File: config.mk
export PLATFORM = sky130hd
export DESIGN_NAME = ubx_frame_parser_top
export DESIGN_NICKNAME = d
export VERILOG_FILES = /design/src/hdl/ufp_pkg.sv /design/src/hdl/ubx_frame_parser_top.sv
export VERILOG_INCLUDE_DIRS = /design/src /design/src/hdl
export SDC_FILE = /design/constraint.sdc
export NUM_CORES = 1
export LEC_CHECK = 0
export BUFFER_PORTS_ARGS = -buffer_cell sky130_fd_sc_hd__buf_2
export CAP_MARGIN = 10
export CORE_ASPECT_RATIO = 2
export CORE_MARGIN = 3
export CORE_UTILIZATION = 35
export DETAILED_ROUTE_END_ITERATION = 6
export PLACE_DENSITY = 0.58
export RECOVER_POWER = 50
export SYNTH_ARGS = -nofsm -noshare
export SYNTH_HDL_FRONTEND = slang
export SYNTH_SLANG_ARGS = --single-unit
File: constraint.sdc
create_clock -name aclk -period 2.75 [get_ports aclk]
set_input_delay 0 -clock aclk [delete_from_list [all_inputs] [get_ports aclk]]
set_output_delay 0 -clock aclk [all_outputs]
set_load 0.03 [all_outputs]
File: src/hdl/ubx_frame_parser_top_defines.svh
// ----------------------------------------------------------------------------
// ubx frame parser assertion macros
// shared concurrent assertion forms, clocked on aclk, off during reset
// ----------------------------------------------------------------------------
`ifndef UBX_FRAME_PARSER_TOP_DEFINES_SVH
`define UBX_FRAME_PARSER_TOP_DEFINES_SVH

// same-cycle implication
`define UFP_ASSERT_IMP(name, cond, expr, msg) \
    name: assert property (@(posedge aclk) disable iff (!aresetn) (cond) |-> (expr)) \
        else $error(msg);

// next-cycle implication
`define UFP_ASSERT_NXT(name, cond, expr, msg) \
    name: assert property (@(posedge aclk) disable iff (!aresetn) (cond) |=> (expr)) \
        else $error(msg);

`endif

File: src/hdl/ufp_pkg.sv
// ----------------------------------------------------------------------------
// ufp_pkg
// types and constants for the ubx frame parser
// ----------------------------------------------------------------------------
`timescale 1ns / 1ps

package ufp_pkg;

    // ubx sync pair
    localparam logic [7:0] SYNC_FIRST  = 8'hB5;
    localparam logic [7:0] SYNC_SECOND = 8'h62;

    // apb register map: one 32-bit register per word
    localparam int          CFG_ADDR_W         = 3;
    localparam int          CFG_DATA_W         = 32;
    localparam logic        CFG_IDX_ACCEPT_BAD = 1'b0;

    // parse phase
    typedef enum logic [2:0] {
        PH_HUNT    = 3'd0,
        PH_SYNC2   = 3'd1,
        PH_CLASS   = 3'd2,
        PH_ID      = 3'd3,
        PH_LEN1    = 3'd4,
        PH_LEN2    = 3'd5,
        PH_PAYLOAD = 3'd6,
        PH_CKB     = 3'd7
    } phase_t;

endpackage

File: src/hdl/ubx_frame_parser_top.sv
// ----------------------------------------------------------------------------
// ubx_frame_parser_top
// frames ubx messages from a byte stream, runs the 8-bit fletcher check and
// reports per byte whether it belongs to a frame and how the frame ended
// ----------------------------------------------------------------------------
//
//   channel   direction  handshake                 payload
//   s_        in         s_valid / s_ready         s_rx_byte
//   m_        out        m_valid / m_ready         flags, class, id, length
//   apb       in         psel/penable/pwrite/pready accept_bad_checksum
//
// one item per cycle sustained while m_ready stays high; an item lands in the
// input register, then the parser state and the result register update together,
// so a result reaches the output through the input register and the result register
// aresetn is synchronous, active low; it clears the parse state, the sums,
// the stored class/id/length and the bad-checksum override
// a stalled result holds in the result register while one more item waits
// in the input register; s_ready drops only when both are full
// ----------------------------------------------------------------------------
`timescale 1ns / 1ps

`include "ubx_frame_parser_top_defines.svh"

module ubx_frame_parser_top
    import ufp_pkg::*;
(
    input  logic                  aclk,
    input  logic                  aresetn,

    // byte input
    input  logic                  s_valid,
    output logic                  s_ready,
    input  logic [7:0]            s_rx_byte,

    // per-byte result
    output logic                  m_valid,
    input  logic                  m_ready,
    output logic                  m_byte_in_frame,
    output logic                  m_frame_end,
    output logic                  m_frame_accepted,
    output logic                  m_checksum_ok,
    output logic [7:0]            m_msg_class,
    output logic [7:0]            m_msg_id,
    output logic [15:0]           m_payload_len,
    output logic                  m_payload_byte,

    // configuration
    input  logic                  psel,
    input  logic                  penable,
    input  logic                  pwrite,
    input  logic [CFG_ADDR_W-1:0] paddr,
    input  logic [CFG_DATA_W-1:0] pwdata,
    output logic [CFG_DATA_W-1:0] prdata,
    output logic                  pready
);

    // ------------------------------------------------------------------
    // configuration register
    // ------------------------------------------------------------------
    logic accept_bad_reg;
    logic cfg_hit;

    // register index is the word address bit; byte lanes ignored
    assign cfg_hit = (paddr[CFG_ADDR_W-1] == CFG_IDX_ACCEPT_BAD);
    assign pready  = 1'b1;
    assign prdata  = cfg_hit ? {{(CFG_DATA_W-1){1'b0}}, accept_bad_reg} : '0;

    always_ff @(posedge aclk) begin
        if (!aresetn) begin
            accept_bad_reg <= 1'b0;
        end else if (psel && penable && pwrite && pready && cfg_hit) begin
            accept_bad_reg <= pwdata[0];
        end
    end

    // ------------------------------------------------------------------
    // input register
    // ------------------------------------------------------------------
    logic       in_valid_reg;
    logic [7:0] in_byte_reg;
    logic       out_free;
    logic       advance;

    // result register can load when empty or being drained this cycle
    assign out_free = !m_valid || m_ready;
    assign advance  = in_valid_reg && out_free;
    assign s_ready  = !in_valid_reg || out_free;

    always_ff @(posedge aclk) begin
        if (!aresetn) begin
            in_valid_reg <= 1'b0;
        end else if (s_ready) begin
            in_valid_reg <= s_valid;
        end
    end

    always_ff @(posedge aclk) begin
        if (s_ready && s_valid) begin
            in_byte_reg <= s_rx_byte;
        end
    end

    // ------------------------------------------------------------------
    // parser state
    // ------------------------------------------------------------------
    phase_t      phase_reg,        phase_next;
    logic [7:0]  sum_a_reg,        sum_a_next;
    logic [7:0]  sum_b_reg,        sum_b_next;
    logic [15:0] bytes_left_reg,   bytes_left_next;
    logic [15:0] class_id_reg,     class_id_next;
    logic [15:0] length_seen_reg,  length_seen_next;
    logic [7:0]  check_a_reg,      check_a_next;

    logic        byte_in_frame_next;
    logic        frame_end_next;
    logic        checksum_ok_next;
    logic        payload_byte_next;
    logic        left_zero;
    logic [7:0]  sum_a_add;

    assign left_zero = (bytes_left_reg == 16'd0);
    // running fletcher step shared by id, length and payload bytes
    assign sum_a_add = sum_a_reg + in_byte_reg;

    // next phase
    always_comb begin
        phase_next = phase_reg;
        unique case (phase_reg)
            PH_HUNT, PH_SYNC2: begin
                // a wrong second sync byte is looked at again as a first one
                if (phase_reg == PH_SYNC2 && in_byte_reg == SYNC_SECOND) begin
                    phase_next = PH_CLASS;
                end else if (in_byte_reg == SYNC_FIRST) begin
                    phase_next = PH_SYNC2;
                end else begin
                    phase_next = PH_HUNT;
                end
            end
            PH_CLASS:   phase_next = PH_ID;
            PH_ID:      phase_next = PH_LEN1;
            PH_LEN1:    phase_next = PH_LEN2;
            PH_LEN2:    phase_next = PH_PAYLOAD;
            // payload phase also takes ck_a once the count runs out
            PH_PAYLOAD: phase_next = left_zero ? PH_CKB : PH_PAYLOAD;
            PH_CKB:     phase_next = PH_HUNT;
        endcase
    end

    // datapath and result fields
    always_comb begin
        sum_a_next         = sum_a_reg;
        sum_b_next         = sum_b_reg;
        bytes_left_next    = bytes_left_reg;
        class_id_next      = class_id_reg;
        length_seen_next   = length_seen_reg;
        check_a_next       = check_a_reg;
        byte_in_frame_next = 1'b1;
        frame_end_next     = 1'b0;
        checksum_ok_next   = 1'b0;
        payload_byte_next  = 1'b0;
        unique case (phase_reg)
            PH_HUNT, PH_SYNC2: begin
                byte_in_frame_next = (phase_reg == PH_SYNC2 && in_byte_reg == SYNC_SECOND)
                                     || (in_byte_reg == SYNC_FIRST);
            end
            PH_CLASS: begin
                sum_a_next    = in_byte_reg;
                sum_b_next    = in_byte_reg;
                class_id_next = {in_byte_reg, 8'h00};
            end
            PH_ID: begin
                sum_a_next    = sum_a_add;
                sum_b_next    = sum_b_reg + sum_a_add;
                class_id_next = {class_id_reg[15:8], in_byte_reg};
            end
            PH_LEN1: begin
                sum_a_next       = sum_a_add;
                sum_b_next       = sum_b_reg + sum_a_add;
                bytes_left_next  = {8'h00, in_byte_reg};
                length_seen_next = {8'h00, in_byte_reg};
            end
            PH_LEN2: begin
                sum_a_next       = sum_a_add;
                sum_b_next       = sum_b_reg + sum_a_add;
                bytes_left_next  = {in_byte_reg, bytes_left_reg[7:0]};
                length_seen_next = {in_byte_reg, bytes_left_reg[7:0]};
            end
            PH_PAYLOAD: begin
                if (!left_zero) begin
                    bytes_left_next   = bytes_left_reg - 16'd1;
                    sum_a_next        = sum_a_add;
                    sum_b_next        = sum_b_reg + sum_a_add;
                    payload_byte_next = 1'b1;
                end else begin
                    check_a_next = in_byte_reg;
                end
            end
            PH_CKB: begin
                frame_end_next   = 1'b1;
                checksum_ok_next = (check_a_reg == sum_a_reg) && (in_byte_reg == sum_b_reg);
            end
        endcase
    end

    always_ff @(posedge aclk) begin
        if (!aresetn) begin
            phase_reg       <= PH_HUNT;
            sum_a_reg       <= 8'h00;
            sum_b_reg       <= 8'h00;
            bytes_left_reg  <= 16'h0000;
            class_id_reg    <= 16'h0000;
            length_seen_reg <= 16'h0000;
            check_a_reg     <= 8'h00;
        end else if (advance) begin
            phase_reg       <= phase_next;
            sum_a_reg       <= sum_a_next;
            sum_b_reg       <= sum_b_next;
            bytes_left_reg  <= bytes_left_next;
            class_id_reg    <= class_id_next;
            length_seen_reg <= length_seen_next;
            check_a_reg     <= check_a_next;
        end
    end

    // ------------------------------------------------------------------
    // result register
    // ------------------------------------------------------------------
    logic        m_valid_reg;
    logic        byte_in_frame_reg;
    logic        frame_end_reg;
    logic        frame_accepted_reg;
    logic        checksum_ok_reg;
    logic [15:0] res_class_id_reg;
    logic [15:0] res_len_reg;
    logic        payload_byte_reg;

    always_ff @(posedge aclk) begin
        if (!aresetn) begin
            m_valid_reg <= 1'b0;
        end else if (out_free) begin
            m_valid_reg <= in_valid_reg;
        end
    end

    always_ff @(posedge aclk) begin
        if (advance) begin
            byte_in_frame_reg  <= byte_in_frame_next;
            frame_end_reg      <= frame_end_next;
            frame_accepted_reg <= frame_end_next && (checksum_ok_next || accept_bad_reg);
            checksum_ok_reg    <= checksum_ok_next;
            res_class_id_reg   <= class_id_next;
            res_len_reg        <= length_seen_next;
            payload_byte_reg   <= payload_byte_next;
        end
    end

    assign m_valid          = m_valid_reg;
    assign m_byte_in_frame  = byte_in_frame_reg;
    assign m_frame_end      = frame_end_reg;
    assign m_frame_accepted = frame_accepted_reg;
    assign m_checksum_ok    = checksum_ok_reg;
    assign m_msg_class      = res_class_id_reg[15:8];
    assign m_msg_id         = res_class_id_reg[7:0];
    assign m_payload_len    = res_len_reg;
    assign m_payload_byte   = payload_byte_reg;

    // ------------------------------------------------------------------
    // assertions
    // ------------------------------------------------------------------
    `UFP_ASSERT_IMP(a_end_flags, m_valid && (m_checksum_ok || m_frame_accepted),
                    m_frame_end, "check flags outside frame end")
    `UFP_ASSERT_NXT(a_ckb_to_hunt, advance && phase_reg == PH_CKB,
                    phase_reg == PH_HUNT, "no return to hunt after frame end")
    `UFP_ASSERT_NXT(a_payload_count, advance && phase_reg == PH_PAYLOAD && !left_zero,
                    bytes_left_reg == $past(bytes_left_reg) - 16'd1,
                    "payload count did not step")
    `UFP_ASSERT_NXT(a_item_held, in_valid_reg && !advance,
                    in_valid_reg && $stable(in_byte_reg), "waiting item lost")

endmodule
==> run_results.csv, run 1 <==
group,metric,value,unit
clock_network,cts_tree,"done",
placed_design,place_ws,-0.195,ns
yosys,ys_ff_latch,123,
yosys,synthCells,708,
power_and_ir_drop,p_leak,2.94,nW
timing,maxSlewViolCount,36,
yosys,yosys.area.top_type_share,0.242,
timing,clock_skew,0.00761,ns
power_and_ir_drop,power_density,606,mW/mm²
setup_path,start_kind,"register",
yosys,yosys.area.top_type,"dfxtp_1",
yosys,synthesis.area,0.00645,mm²
worst_hold_path,min_from,"s_rx_byte[2]",
global_routing,antenna_found_initial,0,
yosys,synthFlopType,"dfxtp_1",
power_and_ir_drop,ir_worst_vdd,0.313,mV
placed_design,dp_hpwl,11.5,mm
cells_and_area,final_cells,1012,
yosys,ys_warn_count,0,
setup_path,end_kind,"register",
global_routing,grt_pass1_wl,27.0,mm
floorplanning,initial_utilization,0.359,
cells_and_area,fin_nets,859,
timing,setup_violations,3,
route,wirelength,16.6,mm
setup_path,crit_type,"reg2reg",
timing,worstMarginPinSlew,1.78,ns
outcome,outcome,"finished with violations",
yosys,synthTopCellsByArea,"dfxtp_1 (24%), edfxtp_1 (21%), nand2_1 (5.7%), a21oi_1 (5.4%), ha_1 (3.9%)",
cells_and_area,n_antenna_cell,0,
clock_network,htree_levels,4,
clock_network,clkLatencyLatePin,0.43,ns
route,vias,5277,
worst_hold_path,hold_path_end,"in_byte_reg[2]",
route,ant_nets,0,
power_and_ir_drop,power.share.clock,0.510,
setup_path,worstPathArrival,3.24,ns
setup_path,r2r_slack,-0.18,ns
timing,max_freq,341,MHz
power_and_ir_drop,p_sw_frac,0.229,
worst_hold_path,hold_depth,2,
yosys,synth_edf_count,45,
placed_design,placedCellCount,963,
route,drt_iter0_markers,163,
clock_network,path_clk_slew,0.06,ns
floorplanning,fp.dieW,102,µm
global_routing,grt_max_degree,65,
global_routing,overflow,0,
timing,fin_crit_sh,1.07,
yosys,ys_types,68,
clock_network,clockRootBuffer,"clkbuf_16",
setup_path,critPathMaxFanout,3,
setup_path,rr_worst_depth,12,
power_and_ir_drop,sequentialPowerShare,0.417,
power_and_ir_drop,p_switching,1.07,mW
placed_design,gp_congestion,0.888,
floorplanning,die_height,198,µm
timing,rsz0062_at_grt,"true",
timing,hold_violations,0,
clock_network,cts_num_sinks,123,
flow_run,drv_cap,1,
clock_network,numCtsBuffers,17,
route,wl_per_cell,16.4,µm
yosys,yosysSeqAreaShare,0.451,
placed_design,placedInstanceArea,0.00695,mm²
yosys,synth.avg_cell_area,9.11,µm²
floorplanning,fp.coreArea,0.0180,mm²
worst_hold_path,worstHoldPathType,"in2reg",
global_routing,grt_util_all_layers,0.173,
global_routing,grt_pass1_vias,5385,
yosys,synth-async-reset-ratio,0,
floorplanning,num_rows,69,
timing,max-slew-margin-rel,-0.188,
cells_and_area,final_layout_size_suffix_gt1_frac,0.128,
power_and_ir_drop,finalPower,4.68,mW
outcome,violations,"max-capacitance violations, max-slew violations, negative setup slack",
power_and_ir_drop,p_int,3.61,mW
setup_path,worstReg2RegEnd,"sum_b_reg[7]",
floorplanning,die_area,0.0202,mm²
timing,layout_min_cycle_time,2.93,ns
clock_network,clock_path_buffers,2,
setup_path,required,3.06,ns
power_and_ir_drop,pwr-share-comb,0.074,
floorplanning,io_pins,122,
route,firstDrtPassIters,6,
cells_and_area,syn_to_final_growth,19.8,%
route,drc,0,
timing,holdWs,0.285,ns
timing,fin_ws,-0.181,ns
route,via_per_inst,5.21,
cells_and_area,post-route-cell-area,0.00773,mm²
placed_design,io_buffers,56,
setup_path,r2r-start,"in_byte_reg[0]",
## cells by family (layout without fill, tap and decap cells)
family / after synthesis / count (layout) / share of synthesized area
AND/OR/NAND/NOR: 231 / 231 / 0.173
AO/OA/AOI/OAI: 185 / 185 / 0.182
buffers and inverters: 101 / 162 / 0.0820
XOR/XNOR: 34 / 34 / 0.0494
adder cells (fa/ha/maj): 22 / 22 / 0.0450
multiplexers: 10 / 10 / 0.0157
flip-flops: 123 / 123 / 0.451
other: 2 / 32 / 0.00116
## worst max-delay path, cell delays in order, from the launching register on
cell	delay, ns
edfxtp_1	0.41
ha_2	0.21
fa_2	0.35
a21o_1	0.18
a21oi_2	0.17
xnor2_2	0.14
ha_1	0.29
a21oi_1	0.13
o21ai_1	0.09
a21o_1	0.20
a21oi_2	0.12
xnor3_1	0.21
a311o_1	0.32
## power groups by stage
stage	clock network, mW	logic (mW)	registers, mW
after global routing	2.49	0.373	1.95
after floorplan	0	0.221	2.03
final	2.39	0.345	1.95
after CTS	2.42	0.347	1.95
after global placement	0	0.329	1.99
after detailed placement	0	0.331	1.99
## through the flow
step | utilization | setup TNS [ns]
4_1_cts | 0.430 | -0.197
2_1_floorplan | - | -0.0999
3_3_place_gp | 0.387 | -0.162
5_1_grt | 0.430 | -0.885
3_5_place_dp | 0.387 | -0.209
6_report | 0.430 | -0.236
## area by class of cell
cell class,count,area [µm²]
clock buffers,21,440
clock inverters,10,173
fillers,1739,10200
inverters,23,86.3
multi-input cells,514,3180
flip-flops and latches,123,2910
well taps,213,267
repair buffers,108,666
## how the worst max path moves through the flow
| stage | endpoint | slack, ns | depth (start not counted) | startpoint |
|---|---|---|---|---|
| after floorplan | sum_b_reg[7] | -0.1 | 12 | in_byte_reg[0] |
| after global placement | sum_b_reg[7] | -0.16 | 12 | in_byte_reg[0] |
| after detailed placement | sum_b_reg[7] | -0.19 | 12 | in_byte_reg[0] |
| after CTS | sum_b_reg[7] | -0.20 | 12 | in_byte_reg[0] |
| after global routing | sum_b_reg[7] | -0.34 | 12 | in_byte_reg[0] |
| final | sum_b_reg[7] | -0.18 | 12 | in_byte_reg[0] |
## cells in the mapped netlist, drive strengths merged, types with 18 or more instances
master,n
a21oi,70
buf,50
clkbuf,28
dfxtp,78
inv,23
a211oi,23
edfxtp,45
nand2,98
xnor2,18
ha,20
o21ai,32
nor2,66
## what timing repair did
| action | CTS | global route |
|---|---|---|
| setup endpoints to repair | 3 | 4 |
| pin swaps | 2 | 8 |
| setup buffers | 0 | 4 |
| endpoints found under the hold margin | 20 | 0 |
| hold buffers | 14 | 0 |
| resized for setup | 2 | 8 |
## placed cells by master (no fill, tap or decap), types with 8 or more instances in the layout
| cell | n |
|---|---|
| nor2_1 | 65 |
| buf_4 | 32 |
| conb_1 | 32 |
| clkbuf_16 | 17 |
| xor2_1 | 14 |
| o211ai_1 | 8 |
| dlygate4sd3_1 | 14 |
| nand3_1 | 10 |
| inv_1 | 23 |
| buf_2 | 15 |
| clkbuf_1 | 46 |
| a211oi_1 | 22 |
| mux2i_1 | 9 |
| dfxtp_1 | 78 |
| a21oi_1 | 65 |
| nor3_1 | 8 |
| a22oi_1 | 15 |
| nand2_1 | 98 |
| o21ai_0 | 29 |
| xnor2_1 | 15 |
| a22o_1 | 8 |
| ha_1 | 18 |
| edfxtp_1 | 45 |
## layer usage
metal	GRT usage	vias to the layer above	wire, µm
met3	0.0310	49	506
met4	0.101	0	779
met2	0.321	133	9250
li1	-	2589	-
met1	0.176	2506	6090
met5	0	-	0
No activity file was read; power rests on OpenSTA's default activity.
==> run 2: changes to the inputs <==
--- a/config.mk
+++ b/config.mk
@@ -8,2 +8,3 @@
 export LEC_CHECK = 0
+export ABC_AREA = 1
 export BUFFER_PORTS_ARGS = -buffer_cell sky130_fd_sc_hd__buf_2
@@ -14,3 +15,3 @@
 export DETAILED_ROUTE_END_ITERATION = 6
-export PLACE_DENSITY = 0.58
+export PLACE_DENSITY = 0.57
 export RECOVER_POWER = 50
==> constraint.sdc (replaced) <==
create_clock -name aclk -period 2.75 [get_ports aclk]
set_input_delay 0.1375 -clock aclk [delete_from_list [all_inputs] [get_ports aclk]]
set_output_delay 0.1375 -clock aclk [all_outputs]
set_load 0.03 [all_outputs]
==> run 2 against run 1 <==
  * The run now ends clean
  * Sequential cell count is the same
  * Synthesized cell count rose by 18%
  * Register-to-register slack better by 0.34 ns
  * Sequential share of layout area down 0.70 points
  * Via count rose by 9.2%
  * Global-route usage increased by 1.0 points
  * Cell area up 1.9%
  * Worst hold slack worse by 0.26 ns
  * Cell count up 16%
  * Clock-buffer cell count is 3 lower
  * Combinational power increased by 63%
  * Largest power group unchanged
  * Highest routed layer unchanged
==> run_results.csv, run 2 <==
group,metric,value,unit
outcome,outcome,"finished, final reports clean",
power_and_ir_drop,ir_worst_vdd,0.439,mV
setup_path,critPathMaxFanout,3,
clock_network,clkLatencyLatePin,0.42,ns
setup_path,rr_worst_depth,14,
yosys,yosys.area.top_type_share,0.233,
timing,setup_violations,0,
route,wl_per_cell,16.1,µm
setup_path,end_kind,"register",
global_routing,grt_pass1_vias,5646,
yosys,synth_most_common_cell,"nand2_1",
yosys,synthFlopType,"dfxtp_1",
yosys,synthesis.area,0.00669,mm²
floorplanning,die_height,202,µm
cells_and_area,final_cell_mix,"nand2_1 (134), inv_1 (112), o21ai_0 (85), a21oi_1 (79), dfxtp_1 (77)",
placed_design,placedCellCount,1133,
clock_network,clockRootBuffer,"clkbuf_16",
worst_hold_path,worstHoldPathType,"in2reg",
timing,setup_tns,0,ns
floorplanning,die_area,0.0209,mm²
route,drt_iter0_markers,286,
route,ant_nets,0,
floorplanning,fp.dieW,104,µm
yosys,yosysSeqAreaShare,0.435,
yosys,synth_edf_count,45,
yosys,yosys.area.top_type,"dfxtp_1",
cells_and_area,final_layout_size_suffix_gt1_frac,0.121,
power_and_ir_drop,p_leak,3.39,nW
route,wirelength,19.0,mm
timing,holdWs,0.0225,ns
yosys,synthCells,836,
timing,clock_skew,0.00715,ns
yosys,synthTopCellsByArea,"dfxtp_1 (23%), edfxtp_1 (20%), nand2_1 (7.6%), inv_1 (6.2%), o21ai_0 (6.1%)",
cells_and_area,n_antenna_cell,0,
power_and_ir_drop,finalPower,4.81,mW
cells_and_area,fin_nets,983,
clock_network,numCtsBuffers,17,
timing,rsz0062_at_grt,"true",
yosys,yosys.area_share.adder,0.0434,
route,vias,5762,
power_and_ir_drop,power_density,611,mW/mm²
yosys,ys_ff_latch,123,
setup_path,start_kind,"register",
yosys,synth_xor_area_frac,0.0183,
timing,layout_min_cycle_time,2.60,ns
clock_network,clock_path_buffers,2,
global_routing,grt_pass1_wl,29.8,mm
timing,fin_ws,0.155,ns
setup_path,critPathSlowestCell,"edfxtp_1",
timing,max-slew-margin-rel,0.156,
setup_path,crit_family,"simple AND/OR/NAND/NOR gates",
placed_design,placedInstanceArea,0.00716,mm²
placed_design,gp_congestion,0.900,
cells_and_area,final_common_cell,"nand2_1",
yosys,synth_compound_area_frac,0.195,
yosys,synth_top_family_by_area,"compound AO/OA/AOI/OAI gates",
timing,fin_crit_sh,0.944,
global_routing,overflow,0,
placed_design,io_buffers,56,
yosys,ys_types,50,
cells_and_area,syn_to_final_growth,17.7,%
floorplanning,initial_utilization,0.360,
cells_and_area,postLayoutCoreUtil,0.424,
setup_path,crit_type,"reg2reg",
route,via_per_inst,4.90,
route,firstDrtPassIters,4,
clock_network,htree_levels,4,
timing,max_freq,385,MHz
clock_network,path_clk_slew,0.06,ns
setup_path,required,3.06,ns
yosys,ys_top_cells_by_count,"nand2_1 (135), inv_1 (111), o21ai_0 (82)",
timing,hold_violations,0,
floorplanning,io_pins,122,
yosys,synth_simple_gate_area_frac,0.179,
cells_and_area,final_cells,1176,
yosys,ys_warn_count,0,
route,drc,0,
clock_network,cts_num_sinks,123,
yosys,muxShareOfSynthArea,0,
floorplanning,num_rows,70,
floorplanning,fp.coreArea,0.0186,mm²
worst_hold_path,hold_depth,4,
setup_path,worst-path-buf-inv,1,
global_routing,antenna_found_initial,0,
setup_path,cp_num_cells,14,
setup_path,slowest_delay,0.39,ns
timing,worstMarginPinSlew,1.27,ns
clock_network,cts_tree,"done",
yosys,synth.avg_cell_area,8.00,µm²
placed_design,place_ws,0.0426,ns
cells_and_area,num-fill-cells,1951,
timing,maxSlewViolCount,0,
setup_path,cp_cell_sequence,"ha_1 > or2_2 > and2_4 > a31oi_4 > xnor2_2 > ha_1 > nand2_1 > inv_1 > nand4_1 > nand3_2 > o21ai_2 > a21oi_1 > nor2_1 > nor2_1",
placed_design,dp_hpwl,13.9,mm
cells_and_area,post-route-cell-area,0.00788,mm²
yosys,synth-async-reset-ratio,0,
global_routing,grt_max_degree,52,
flow_run,drv_cap,0,
global_routing,grt_util_all_layers,0.184,
setup_path,worstPathArrival,2.90,ns
==> run 2: changes by cell type in the layout (fill, tap and decap cells not counted), sizes merged, moves of 9 or more <==
cell / change
inv: +98
o21ai: +62
nand2: +41
o22ai: +25
nand3: +24
nor2: -19
buf: -18
a22oi: -15
a211oi: -12
a21oi: +12
xnor2: -12
mux2i: -9
o211ai: -9
==> run 2: final cells by class <==
| type | count | area, µm² | area share |
|---|---|---|---|
| Clock inverter | 14 | 154 | 0.0195 |
| Inverter | 121 | 454 | 0.0577 |
| Multi-Input combinational cell | 560 | 3130 | 0.397 |
| Timing Repair Buffer | 88 | 485 | 0.0616 |
| Clock buffer | 18 | 429 | 0.0545 |
| Sequential cell | 123 | 2910 | 0.370 |
| Tap cell | 252 | 315 | 0.0400 |
==> run 2: cells by family after synthesis <==
logic type,count (synthesis)
AOI/OAI and AO/OA,233
xor gates and xnor gates,14
adders and majority gates,22
buffers and inverters,183
DFF,123
other,2
and+or+nand+nor,259
==> run 2: worst min-delay path: stages <==
cell	delay [ns]
buf_2	0.08
inv_1	0.06
nand2_1	0.06
a21oi_1	0.05
==> run 2: power breakdown <==
group | internal, mW | leakage [nW] | switching [mW]
sequential | 1.98 | 1.07 | 0.0374
combinational | 0.165 | 2.04 | 0.398
clock | 1.41 | 0.272 | 0.828
==> run 2: what timing repair did <==
item	4_1_cts	5_1_grt
buffers inserted	0	0
hold buffers	11	0
endpoints found under the hold margin	10	0
setup endpoints to repair	0	4
gates resized for setup	0	21
==> run 2: worst paths after layout <==
kind / from / end / slack (ns)
min: m_ready / m_valid / 0.02
max reg2reg: in_byte_reg[2] / sum_b_reg[6] / 0.15
min reg2reg: length_seen_reg[3] / length_seen_reg[3] / 0.45
max: in_byte_reg[2] / sum_b_reg[6] / 0.15
==> run 2: layer usage <==
| layer | vias up | track usage | share of wire |
|---|---|---|---|
| met5 | - | 0 | 0 |
| li1 | 2911 | - | - |
| met3 | 62 | 0.0318 | 0.033 |
| met4 | 0 | 0.137 | 0.062 |
| met1 | 2648 | 0.171 | 0.34 |
| met2 | 141 | 0.350 | 0.56 |
